===== config.mk =====
export PLATFORM = sky130hd
export DESIGN_NAME = chs_sqrt
export DESIGN_NICKNAME = d
export VERILOG_FILES = /design/src/rtl/chs_pkg.sv /design/src/rtl/chs_sqrt.sv
export SDC_FILE = /design/constraint.sdc
export NUM_CORES = 2
export LEC_CHECK = 0
export BUFFER_PORTS_ARGS = -buffer_cell sky130_fd_sc_hd__buf_4
export CAP_MARGIN = 20
export CORE_MARGIN = 8
export CORE_UTILIZATION = 30
export DETAILED_ROUTE_END_ITERATION = 16
export PLACE_DENSITY = 0.52
export REMOVE_ABC_BUFFERS = 1
export SLEW_MARGIN = 0
export SYNTH_ARGS = -nofsm -noshare
export SYNTH_HDL_FRONTEND = slang
export SYNTH_SLANG_ARGS = --single-unit

===== constraint.sdc =====
create_clock -name clk -period 3.4 [get_ports clk]
set_input_delay 0.85 -clock clk [delete_from_list [all_inputs] [get_ports clk]]
set_output_delay 0.85 -clock clk [all_outputs]
set_load 0.02 [all_outputs]

===== src/rtl/chs_pkg.sv =====
`timescale 1ns / 1ps
package chs_pkg;

  localparam int FRAC_BITS = 16;

  typedef logic signed [31:0] fx_t;
  typedef logic signed [63:0] fxw_t;

  localparam fx_t FX_MAX = 32'sh7fff_ffff;
  localparam fx_t FX_MIN = 32'sh8000_0000;

  // divider: quotient bits, numerator width after scaling, latency
  localparam int DIV_QB  = 32;
  localparam int DIV_NW  = 32 + FRAC_BITS;
  localparam int DIV_LAT = DIV_QB + 2;

  // square root: root bits, radicand width, latency
  localparam int SQ_RW  = (32 + FRAC_BITS) / 2;
  localparam int SQ_XW  = 2 * SQ_RW;
  localparam int SQ_LAT = SQ_RW;

  function automatic fxw_t fx_mul(input fx_t a, input fx_t b);
    fxw_t p;
    p = a * b;
    return p;
  endfunction

  // drop fraction bits of a full product: round magnitude, ties away from zero
  function automatic fx_t fx_round(input fxw_t p);
    logic        neg;
    logic [63:0] mag;
    logic [63:0] m2;
    fx_t         r;
    neg = p[63];
    mag = neg ? 64'(-p) : 64'(p);
    m2  = (mag + (64'd1 << (FRAC_BITS - 1))) >> FRAC_BITS;
    if (m2 >= 64'h8000_0000) begin
      r = neg ? FX_MIN : FX_MAX;
    end else if (neg) begin
      r = -$signed(m2[31:0]);
    end else begin
      r = $signed(m2[31:0]);
    end
    return r;
  endfunction

  function automatic fx_t fx_sub(input fx_t a, input fx_t b);
    logic signed [32:0] d;
    fx_t                r;
    d = {a[31], a} - {b[31], b};
    if (d[32] != d[31]) begin
      r = d[32] ? FX_MIN : FX_MAX;
    end else begin
      r = d[31:0];
    end
    return r;
  endfunction

endpackage


===== src/rtl/chs_sqrt.sv =====
`timescale 1ns / 1ps
module chs_sqrt (
  input  logic          clk,
  input  logic          en,
  input  chs_pkg::fx_t  v,
  output chs_pkg::fx_t  root
);
  import chs_pkg::*;

  typedef struct packed {
    logic [SQ_RW:0]   rem;
    logic [SQ_RW-1:0] q;
    logic [SQ_XW-1:0] xs;
  } sq_stg_t;

  sq_stg_t st_r   [SQ_RW];
  sq_stg_t st_nxt [SQ_RW];
  sq_stg_t init;

  // one root bit per stage from the top two radicand bits
  function automatic sq_stg_t sq_step(input sq_stg_t s);
    sq_stg_t          n;
    logic [SQ_RW+2:0] r2;
    logic [SQ_RW+2:0] tr;
    r2 = {s.rem, s.xs[SQ_XW-1 -: 2]};
    tr = {1'b0, s.q, 2'b01};
    if (r2 >= tr) begin
      n.rem = (SQ_RW + 1)'(r2 - tr);
      n.q   = {s.q[SQ_RW-2:0], 1'b1};
    end else begin
      n.rem = r2[SQ_RW:0];
      n.q   = {s.q[SQ_RW-2:0], 1'b0};
    end
    n.xs = {s.xs[SQ_XW-3:0], 2'b00};
    return n;
  endfunction

  always_comb begin
    init.rem = '0;
    init.q   = '0;
    init.xs  = v[31] ? '0 : (SQ_XW'(v[30:0]) << FRAC_BITS);
    st_nxt[0] = sq_step(init);
    for (int k = 1; k < SQ_RW; k++) begin
      st_nxt[k] = sq_step(st_r[k-1]);
    end
  end

  always_ff @(posedge clk) begin
    if (en) begin
      st_r <= st_nxt;
    end
  end

  assign root = $signed(32'(st_r[SQ_RW-1].q));

endmodule


After elaboration in Yosys (flattened, before gate mapping)
Index checks and enable logic that the tools add are counted.

Input port bits: 34. Word-level logic and storage cells: 144. Bits in registers: 1681.

Multiplexer cells: 25. Add/subtract/negate cells: 23. Order comparisons: 24.

Operators by type and width (count): two-way mux 49 bit (22); >= comparator 27 x 26 -> 1 bit (23); subtractor 25 bit (22); two-way mux 48 bit (1); two-way mux 26 bit (1); subtractor 2 x 1 -> 3 bit (second input constant) (1); >= comparator 2 x 1 -> 1 bit (second input constant) (1); two-way mux 1 bit (1).

Depth between registers and ports, before layout
Word-level depth: 3. Mapped depth: 12.

Worst setup path before layout
OpenSTA, ideal clock, no wires.

Kind: register to register. From: register st_r[272] (netlist bit). To: register st_r[183] (netlist bit) (data pin). Data arrival time: 2.889 ns. Path slack: 0.251 ns. Data required time: 3.140 ns. Cell stages (with the launch flop): 11. Cells stage by stage: edfxtp_1 > ha_1 > a2111oi_0 > o21ai_0 > or3b_2 > o31ai_1 > a41oi_1 > o21ai_0 > a21oi_1 > buf_2 > mux2_2.

RTL lines: start: declaration (RTL line chs_sqrt.sv:16) `sq_stg_t st_r [SQ_RW];`; start signal: assignment (RTL line chs_sqrt.sv:50) `st_r <= st_nxt;`.

==> metrics.yaml <==
timing:
  layout_min_cycle_time_ps: 3240
  slew_viol_final: 0
  hold_viol: 0
  max_freq_mhz: 308
  rsz0062_at_grt: "no"
  tightest_slew_ps: 867
  layout_setup_ws_ps: 158
  setup_viol: 0
  clock-skew-final_ps: 54.5
  slew_headroom_pct: 42.2
  period_share_pct: 95.3
floorplan:
  start_util_pct: 30.1
  design.die.area_um2: 194000
  die_width_um: 441
  rows: 156
  core_area_um2: 180000
  io_pins: 66
  dieHeight_um: 441
clock_tree:
  numCtsBuffers: 117
  numClockSinks: 1074
  cts_max_path_buffers: 3
  ctsRootBufferMaster: "clkbuf_16"
  clkTransAtPathRegs_ps: 60
  htreeDepth: 3
  cts_tree: "built"
  clock_latency_ps: 750
cells_and_area:
  area_growth_pct: 14.8
  layout_commonest_cell: "edfxtp_1"
  final_nets: 5004
  final_cell_mix: "1074 x edfxtp_1, 401 x inv_1, 311 x ha_1, 271 x a21oi_1, 270 x nand2_1"
  fillers: 17700
  drive_gt1_share_pct: 10.3
  fin_area_um2: 62200
placed_design:
  pre_cts_slack_ps: 17.3
  place_hpwl_um: 74600
  gp_congestion: 0.836
  dpl_cell_area_um2: 58300
  portBuffers: 57
power:
  power_leakage_nw: 23.7
  peakVddDrop_mv: 0.503
  power_density_nw_per_um2: 609
global_route:
  grt_usage_pct: 10.3
  grt_pass1_wl_um: 167000
  grt_overflow: 0
  antenna_found_initial: 0
  grt_pass1_vias: 33100
  grt_max_degree: 149
setup_path:
  regToRegSetupSlack_ps: 160
  cp_max_fo: 15
  critPathKind: "reg2reg"
  rr_endpoint: "st_r[1047]"
  endpoint_kind: "flip-flop"
  cp.arrival_ps: 3740
  cp-endpoint: "st_r[1047]"
  regToRegStartpoint: "st_r[1152]"
  crit_start: "st_r[1152]"
  r2r_cells: 8
  cp.required_ps: 3890
  start_kind: "flip-flop"
min_path:
  min_path_type: "in2reg"
logic_synthesis:
  ys.flop_type: "edfxtp_1"
  synth-seq-cells: 1074
  ys.warnings.count: 0
  synthCells: 4430
  synth-async-reset-ratio_pct: 0
  syn_avg_cell_area_um2: 12.2
  synth.distinct_cells: 80
  synth_area_um2: 54100
  seq_area_frac_synth_pct: 59.6
  synth-edff-count: 1074
drt:
  drt_first_pass_iters: 7
  dr_total_vias: 32900
  drtIter0Drc: 1678
  drc: 0
  vias_per_cell: 4.62
  wl_um: 102000
  final_antenna_net_count: 0
  post_drt_wl_per_cell_um: 14.4
status:
  status: "finished clean"
job:
  maxCapViolCount: 0
[critical path: stages (launching register included)]
cell and delay, ps:
edfxtp_1 440, or4_1 560, or4_1 450, or3_1 380
a211o_1 300, nor3_2 250, buf_4 250, inv_1 80
mux2_2 270
[sequential cells by signal, indices dropped and copies added, names as in the netlist]
register / flops
root: 24
st_nxt: 210
st_r: 840
[cells by family (layout without fill, tap and decap cells)]
family                     count (synthesis)  count (layout)  synth area share (%)
AOI/OAI and AO/OA                        840             840                  9.55
muxes                                     90              90                  1.84
buffers and inverters                    502             813                  3.74
other                                      1              10               0.00693
xor gates and xnor gates                 407             407                  6.58
DFF                                     1074            1074                  59.6
and+or+nand+nor                         1198            1198                  11.3
adders and majority gates                318             318                  7.45
[final cells by class]
cell class / count / area [um^2] / area share (%)
tap: 2370 / 2970 / 4.77
clock inverter: 74 / 754 / 1.21
antenna: 1 / 2.50 / 0.00403
inverter: 402 / 1510 / 2.43
clock buffer: 142 / 3040 / 4.90
sequential: 1074 / 32300 / 51.9
timing repair buffer: 195 / 1650 / 2.66
multi-input combinational: 2862 / 20000 / 32.1
[cells in the mapped netlist, types with 7 or more instances]
| master | count | area, um^2 |
|---|---|---|
| nand2b_1 | 56 | 350 |
| a21boi_0 | 11 | 82.6 |
| o21bai_1 | 27 | 203 |
| or3_1 | 41 | 257 |
| and3_1 | 26 | 163 |
| clkbuf_1 | 56 | 210 |
| buf_4 | 34 | 255 |
| nor4b_1 | 9 | 78.8 |
| inv_1 | 401 | 1510 |
| mux2i_1 | 14 | 140 |
| xor2_1 | 204 | 1790 |
| edfxtp_1 | 1074 | 32300 |
| nand3b_1 | 14 | 105 |
| nor4_1 | 71 | 444 |
| nand2_1 | 270 | 1010 |
| or2_2 | 28 | 175 |
| xnor2_1 | 203 | 1780 |
| ha_1 | 311 | 3890 |
| nor3_1 | 125 | 626 |
| o41ai_1 | 9 | 78.8 |
| a21o_1 | 75 | 563 |
| mux2_2 | 76 | 856 |
| nor2b_1 | 78 | 488 |
| o21ai_0 | 212 | 1060 |
| o31ai_1 | 39 | 293 |
| a31oi_1 | 15 | 93.8 |
| a211oi_1 | 27 | 203 |
| o211ai_1 | 25 | 188 |
| nand3_1 | 85 | 425 |
| nor2_1 | 266 | 998 |
| a21oi_1 | 272 | 1360 |
| nand4_1 | 48 | 300 |
| fa_1 | 7 | 140 |
| and2_1 | 8 | 50.1 |
| or4_1 | 32 | 240 |
| o21a_1 | 56 | 420 |
| nand4b_1 | 9 | 78.8 |
[metrics by stage]
| step | hold WS [ps] | utilization [%] | power (mW) | cells | setup TNS, ps |
|---|---|---|---|---|---|
| 4_1_cts | 279 | 34.5 | 38.4 | 7118 | 0 |
| 6_report | 386 | 34.5 | 37.9 | 7120 | 0 |
| 2_1_floorplan | 400 | - | 23.3 | 4338 | -53590 |
| 3_3_place_gp | 402 | 32.4 | 25.5 | 6902 | 0 |
| 5_1_grt | 328 | 34.5 | 39.9 | 7119 | 0 |
| 3_5_place_dp | 405 | 32.4 | 25.7 | 6902 | 0 |
[power breakdown]
group	internal [mW]	total [mW]	switching, mW	leakage [nW]
clock	7.20	12.4	5.23	1.83
sequential	16.8	17.8	1.01	10.2
combinational	3.49	7.64	4.15	11.7
[routing by layer]
layer	up-vias	wire length, um	GRT usage [%]
li1	16700	-	-
met5	-	0	0
met4	0	3430	3.83
met1	15500	46700	12.9
met3	215	3730	1.93
met2	520	48400	17.7
[worst min-delay path by stage]
stage                             from      endpoint  slack [ps]  cells past startpoint
after detailed placement  st_nxt[1402]  st_nxt[1307]         400                      0
after CTS                        v[30]    st_r[2304]         280                      2
after global routing             v[10]  st_nxt[2164]         330                      2
after global placement    st_nxt[1686]  st_nxt[1591]         400                      0
after floorplan           st_nxt[1109]  st_nxt[1014]         400                      0
final                            v[30]    st_r[2304]         390                      2
[repair_timing]
action / CTS / global route
setup endpoints to repair: 0 / 39
hold buffers: 0 / 0
buffers inserted: 0 / 1
gates resized for setup: 0 / 15
No activity file was read; power rests on OpenSTA's default activity.
