$ cat src/rtl/chs_pkg.sv
`timescale 1ns / 1ps
package chs_pkg;

  localparam int FRAC_BITS = 16;

  typedef logic signed [31:0] fx_t;
  typedef logic signed [63:0] fxw_t;

  localparam fx_t FX_MAX = 32'sh7fff_ffff;
  localparam fx_t FX_MIN = 32'sh8000_0000;

  // divider: quotient bits, numerator width after scaling, latency
  localparam int DIV_QB  = 32;
  localparam int DIV_NW  = 32 + FRAC_BITS;
  localparam int DIV_LAT = DIV_QB + 2;

  // square root: root bits, radicand width, latency
  localparam int SQ_RW  = (32 + FRAC_BITS) / 2;
  localparam int SQ_XW  = 2 * SQ_RW;
  localparam int SQ_LAT = SQ_RW;

  function automatic fxw_t fx_mul(input fx_t a, input fx_t b);
    fxw_t p;
    p = a * b;
    return p;
  endfunction

  // drop fraction bits of a full product: round magnitude, ties away from zero
  function automatic fx_t fx_round(input fxw_t p);
    logic        neg;
    logic [63:0] mag;
    logic [63:0] m2;
    fx_t         r;
    neg = p[63];
    mag = neg ? 64'(-p) : 64'(p);
    m2  = (mag + (64'd1 << (FRAC_BITS - 1))) >> FRAC_BITS;
    if (m2 >= 64'h8000_0000) begin
      r = neg ? FX_MIN : FX_MAX;
    end else if (neg) begin
      r = -$signed(m2[31:0]);
    end else begin
      r = $signed(m2[31:0]);
    end
    return r;
  endfunction

  function automatic fx_t fx_sub(input fx_t a, input fx_t b);
    logic signed [32:0] d;
    fx_t                r;
    d = {a[31], a} - {b[31], b};
    if (d[32] != d[31]) begin
      r = d[32] ? FX_MIN : FX_MAX;
    end else begin
      r = d[31:0];
    end
    return r;
  endfunction

endpackage

$ cat src/rtl/chs_div.sv
`timescale 1ns / 1ps
module chs_div (
  input  logic          clk,
  input  logic          en,
  input  chs_pkg::fx_t  num,
  input  chs_pkg::fx_t  den,
  output chs_pkg::fx_t  quo
);
  import chs_pkg::*;

  typedef struct packed {
    logic [31:0] rem;
    logic [31:0] low;
    logic [31:0] q;
    logic [31:0] dm;
    logic        neg;
    logic        ovf;
    logic        dz;
    fx_t         zres;
  } dv_stg_t;

  dv_stg_t st_r   [DIV_QB + 1];
  dv_stg_t st_nxt [DIV_QB + 1];
  fx_t     quo_r;
  fx_t     quo_nxt;

  logic [31:0]       nm;
  logic [31:0]       dm;
  logic [DIV_NW-1:0] np;

  function automatic dv_stg_t dv_step(input dv_stg_t s);
    dv_stg_t     n;
    logic [32:0] r2;
    n  = s;
    r2 = {s.rem, s.low[31]};
    if (r2 >= {1'b0, s.dm}) begin
      n.rem = 32'(r2 - {1'b0, s.dm});
      n.q   = {s.q[30:0], 1'b1};
    end else begin
      n.rem = r2[31:0];
      n.q   = {s.q[30:0], 1'b0};
    end
    n.low = {s.low[30:0], 1'b0};
    return n;
  endfunction

  always_comb begin
    nm = num[31] ? 32'(-num) : 32'(num);
    dm = den[31] ? 32'(-den) : 32'(den);
    // add half the divisor up front so the floor quotient comes out rounded
    np = (DIV_NW'(nm) << FRAC_BITS) + DIV_NW'(dm >> 1);
    st_nxt[0].rem  = 32'(np[DIV_NW-1:32]);
    st_nxt[0].low  = np[31:0];
    st_nxt[0].q    = '0;
    st_nxt[0].dm   = dm;
    st_nxt[0].neg  = num[31] ^ den[31];
    st_nxt[0].ovf  = 32'(np[DIV_NW-1:32]) >= dm;
    st_nxt[0].dz   = (dm == 32'd0);
    st_nxt[0].zres = (nm == 32'd0) ? '0 : (num[31] ? FX_MIN : FX_MAX);
    for (int k = 1; k <= DIV_QB; k++) begin
      st_nxt[k] = dv_step(st_r[k-1]);
    end
  end

  always_comb begin
    if (st_r[DIV_QB].dz) begin
      quo_nxt = st_r[DIV_QB].zres;
    end else if (st_r[DIV_QB].neg) begin
      quo_nxt = (st_r[DIV_QB].ovf || st_r[DIV_QB].q[31]) ? FX_MIN
                                                         : -$signed(st_r[DIV_QB].q);
    end else begin
      quo_nxt = (st_r[DIV_QB].ovf || st_r[DIV_QB].q[31]) ? FX_MAX
                                                         : $signed(st_r[DIV_QB].q);
    end
  end

  always_ff @(posedge clk) begin
    if (en) begin
      st_r  <= st_nxt;
      quo_r <= quo_nxt;
    end
  end

  assign quo = quo_r;

endmodule

$ cat config.mk
export PLATFORM = sky130hd
export DESIGN_NAME = chs_div
export DESIGN_NICKNAME = d
export VERILOG_FILES = /design/src/rtl/chs_pkg.sv /design/src/rtl/chs_div.sv
export SDC_FILE = /design/constraint.sdc
export NUM_CORES = 2
export LEC_CHECK = 0
export BUFFER_PORTS_ARGS = -buffer_cell sky130_fd_sc_hd__buf_2
export CELL_PAD_IN_SITES_DETAIL_PLACEMENT = 0
export CELL_PAD_IN_SITES_GLOBAL_PLACEMENT = 1
export CORE_MARGIN = 3
export CORE_UTILIZATION = 40
export CTS_CLUSTER_DIAMETER = 200
export DETAILED_ROUTE_END_ITERATION = 8
export PLACE_DENSITY = 0.69
export SLEW_MARGIN = 20
export SYNTH_ARGS = -nofsm -noshare
export SYNTH_HDL_FRONTEND = slang
export SYNTH_SLANG_ARGS = --single-unit
$ cat constraint.sdc
create_clock -name clk -period 9.19 [get_ports clk]
set_input_delay 0.919 -clock clk [delete_from_list [all_inputs] [get_ports clk]]
set_output_delay 0.919 -clock clk [all_outputs]
set_load 0.02 [all_outputs]
## Word level (Yosys, flattened, before mapping)

Cells that the tools add are included.

- Register bits after elaboration: 4275
- Output and inout bits: 32

- Add/sub/neg operators: 35
- Order comparisons: 33
- Muxes and demuxes: 70
- Bitwise operators: 1
- Reductions and logical operators: 3

Operator list:

| operator | count |
|---|---|
| 32-bit 2-to-1 mux | 37 |
| 33-bit by 32-bit >= comparator with 1-bit output | 31 |
| 32-bit subtractor | 30 |
| 32-bit negator | 3 |
| 32-bit logical NOT | 2 |
| 48-bit by 31-bit adder with 48-bit output | 1 |
| 16-bit by 32-bit >= comparator with 1-bit output | 1 |
| 17-bit by 32-bit >= comparator with 1-bit output | 1 |
| 1-bit 2-to-1 mux | 32 |
| 17-bit by 32-bit subtractor with 32-bit output | 1 |
| 17-bit 2-to-1 mux | 1 |
| 1-bit logical OR | 1 |
| 1-bit XOR | 1 |

## Logic depth before layout (Yosys ltp)

- Word-level depth: 4
- Mapped depth: 32
- Mapped depth without buffers: 32

## Worst setup path before layout

OpenSTA, ideal clock, no wires.

- Kind: input-to-reg
- Start point: input port den[1]
- End point: register st_r (netlist bit st_nxt[5086]) (data pin)
- Setup time: 268 ps
- Data arrival time: 6744 ps
- Path slack: 2178 ps
- Stages on the path: 28
- Buffers on the path: 0
- Cell sequence: or3_1 or3_4 or4_4 or4_4 o41ai_1 xnor2_1 ha_1 inv_1 fa_1 nor2b_1 o21ai_0 a21boi_0 o21ai_0 a21oi_1 nand4bb_1 a31oi_1 nor4_1 nor2_1 ha_1 a21o_1 a21o_1 a21o_1 a21oi_1 nor2b_1 o21ai_0 a21boi_0 o41ai_1 a21oi_1

RTL lines:

| what | RTL line | source |
|---|---|---|
| start, declared | chs_div.sv:6 | `input chs_pkg::fx_t den,` |
| end signal, assigned | chs_div.sv:79 | `st_r <= st_nxt;` |
| end, declared | chs_div.sv:22 | `dv_stg_t st_r [DIV_QB + 1];` |

==> reports/results.tsv <==
stage	metric	value	unit
grt	GRT Util Overall	17.7	%
timing	RSZ-0062 raised after global routing	false	
clock_network	CTS max path bufs	4	
timing	Max-slew headroom	22.0	%
synth	top_reg_cell synth	edfxtp_1	
detailed_routing	DRC violations left	0	
setup_path	crit-path leading delay family	compound AO/OA/AOI/OAI gates	
synth	xor/xnor share of the synthesized area	5.26	%
placed_design	pre-CTS setup slack	1.13	ns
synth	Async SR Flop Fraction	0	%
setup_path	Worst path most repeated cell	a21o_1	
setup_path	Crit path buffers/inverters	2	
layout	Layout Nets	14313	
synth	Synthesis Warnings	0	
synth	register bit total from synthesis	2893	
setup_path	Crit Path Category	input pin to register	
power	pwr dens	341	nW/um2
synth	Simple-Gate Fraction of Synth Area	8.70	%
timing	worst-case clock skew	0.0491	ns
clock_network	TritonCTS clock tree	built	
floorplan	Die H	625	um
timing	Max Transition Viols Final	0	
setup_path	arrival time worst endpoint	7.85	ns
min_path	hold path start	den[0]	
timing	endpoints failing setup	0	
timing	Max Freq	0.139	GHz
layout	most common cell after layout, fill and taps aside	edfxtp_1	
floorplan	# IOs	98	
detailed_routing	ANT nets after route	0	
synth	complex-gate fraction of the synthesized area	13.5	%
layout	most frequent cells in the layout	edfxtp_1, inv_1, a21oi_1	
setup_path	reg2reg start	st_nxt[2321]	
clock_network	total setup buffers inserted after CTS	0	
setup_path	Worst Setup SP	den[0]	
timing	slew at the pin closest to its max-slew limit	1.16	ns
status	status	complete, no violations	
synth	post-synthesis adder-cell area fraction	8.95	%
synth	syn nets	14083	
clock_network	post-cts sizing count	0	
timing	Final WS setup	2.00	ns
timing	minimum clock period	7.19	ns
layout	share of cells above drive strength 1	8.43	%
grt	vias in the first global route	96679	
detailed_routing	DRT Pass-1 Iters	5	
setup_path	CP startpoint kind	input pin	
setup_path	critical-path maximum fanout	5	
clock_network	CTS clk-pin slew, worst paths	0.06	ns
synth	Mapped Cells	12941	
detailed_routing	Iter 0 DRT Violations	5675	
setup_path	Data required, critical path	9.85	ns
setup_path	CP peak stage delay	0.49	ns
floorplan	core box area	380000	um2
power	Peak VDD IR	0.000166	V
layout	post-route cell area	171000	um2
min_path	HP Class	input pin to register	
clock_network	H-tree levels	5	
clock_network	Root Buffer	clkbuf_16	
synth	Distinct cells, synth	85	
placed_design	input/output buffers	97	
grt	antenna violations before repair	11	
timing	total negative slack	0	ns
detailed_routing	wire per inst	19.2	um
placed_design	Final Wtd Congestion	0.881	
power	Pleak	67.7	nW
placed_design	post-detail-place hpwl	267	mm
synth	Avg Inst Size Synth	11.8	um2
synth	post-synthesis mux area share	3.05	%
floorplan	# rows	226	
detailed_routing	via count	96539	
power	power consumption	58.2	mW
flow_run	max-capacitance violation count	0	
synth	EDFF count, synth	2893	
setup_path	Crit. End Element	register	
synth	largest family of logic cells by synthesized area	compound AO/OA/AOI/OAI gates	
clock_network	Sink Count	2893	
setup_path	crit path max-delay cell type	or4_4	
timing	Hold Vio Cnt, Final	0	
grt	first-pass GRT wire length	546	mm
layout	area grow syn2layout	11.4	%
synth	Seq/Total Area, Yosys	56.7	%
clock_network	clock network latency to the later pin of the worst-skew pair	0.92	ns
detailed_routing	Via density	5.23	
grt	largest net degree at the start of global routing	209	
floorplan	Die X	625	um
timing	Final period util	78.2	%
placed_design	placed inst area	160000	um2
clock_network	CTS Hold Bufs	0	
synth	Post-Syn Area	153000	um2
floorplan	die area	390000	um2
grt	grt total ovfl	0	
detailed_routing	final wirelength	353	mm
clock_network	CTS Buf Count	327	
floorplan	Initial Utilization	40.3	%
[layout make-up]
type                       instances  area [um2]
antenna                            3        7.51
clock buffer                     392        8580
clock inverter                   201        2100
fill                           35102      209000
inverter                        1271        4770
multi-input combinational       8498       60600
sequential                      2893       86900
tap                             5016        6280
timing repair buffer             180        1330
[power by group]
part           leakage (nW)  internal, mW  total, mW  switching (mW)
Clock                  5.17          7.60       13.0            5.42
Combinational          34.3          10.7       24.5            13.8
Sequential             28.3          19.0       20.7            1.69
Total                  67.7          37.3       58.2            20.9
[worst register-to-register path, cell delays in order (launching register included)]
cell and delay (ns):
edfxtp_1 0.39, inv_1 0.06, ha_1 0.35, nand3_1 0.30, o21bai_1 0.26, and4_1 0.23, a31oi_1 0.43, a41o_1 0.33
o41a_1 0.26, a2111oi_0 0.17, o31a_1 0.39, o21a_1 0.17, o211ai_1 0.62, buf_4 0.51, mux2_2 0.44
[routing by layer]
metal	track usage (%)	up-vias	share of wire (%)	wire length [um]
met3	1.76	659	2.9	10300
met1	19.6	46294	39	137000
li1	-	48124	-	-
met2	33.8	1462	53	188000
met4	8.28	0	5.0	17800
met5	0	-	0	0
[state kept, by name, summed over array words and instances (netlist names)]
signal  flops
quo        32
st_nxt   1304
st_r     1557
[cell usage after synthesis, drive strengths merged, types with 26 or more instances]
cell type	count	area [um2]
xnor2	570	4990
nor4	48	313
o21a	155	1160
o41ai	38	340
a21boi	41	308
a21o	489	3670
or2	44	275
and4	30	263
and2	42	263
a2111oi	26	228
a21oi	1052	5270
o31ai	95	732
buf	30	131
xor2	349	3060
nand4	149	932
nor2	758	2850
fa	32	641
or3	55	354
ha	1044	13100
o21bai	115	863
clkbuf	249	935
nand3	177	886
a211o	35	307
and3	90	563
nand2	779	2920
or4	37	293
o211ai	35	263
mux2i	34	340
inv	1271	4770
o21ai	805	4030
a31oi	104	651
o31a	50	438
a211oi	89	668
nand2b	197	1230
nor3	140	701
edfxtp	2893	86900
mux2	384	4320
nor2b	170	1060
[path summary, 6_finish.rpt]
check	end	depth (start not counted)	slack, ns
worst min-delay path	st_nxt[5088]	1	0.31
worst min register to register	st_r[735]	0	0.38
worst max register to register	st_r[2415]	14	4.02
worst max-delay path	st_nxt[5086]	31	2.00
[through the flow]
stage	util [%]	cells	hold slack, ns
after global routing	44.9	18452	0.250
after floorplan	-	12941	0.400
after global placement	42.1	17855	0.400
final	44.9	18454	0.311
after CTS	44.9	18448	0.212
after detailed placement	42.1	17855	0.405
[kinds of logic after synthesis]
| group | count (synthesis) |
|---|---|
| multiplexers | 418 |
| flip-flops | 2893 |
| XOR/XNOR | 919 |
| AO/OA/AOI/OAI | 3319 |
| AND/OR/NAND/NOR | 2766 |
| buffers and inverters | 1550 |
| adder cells (fa/ha/maj) | 1076 |
No activity file was read; power rests on OpenSTA's default activity.
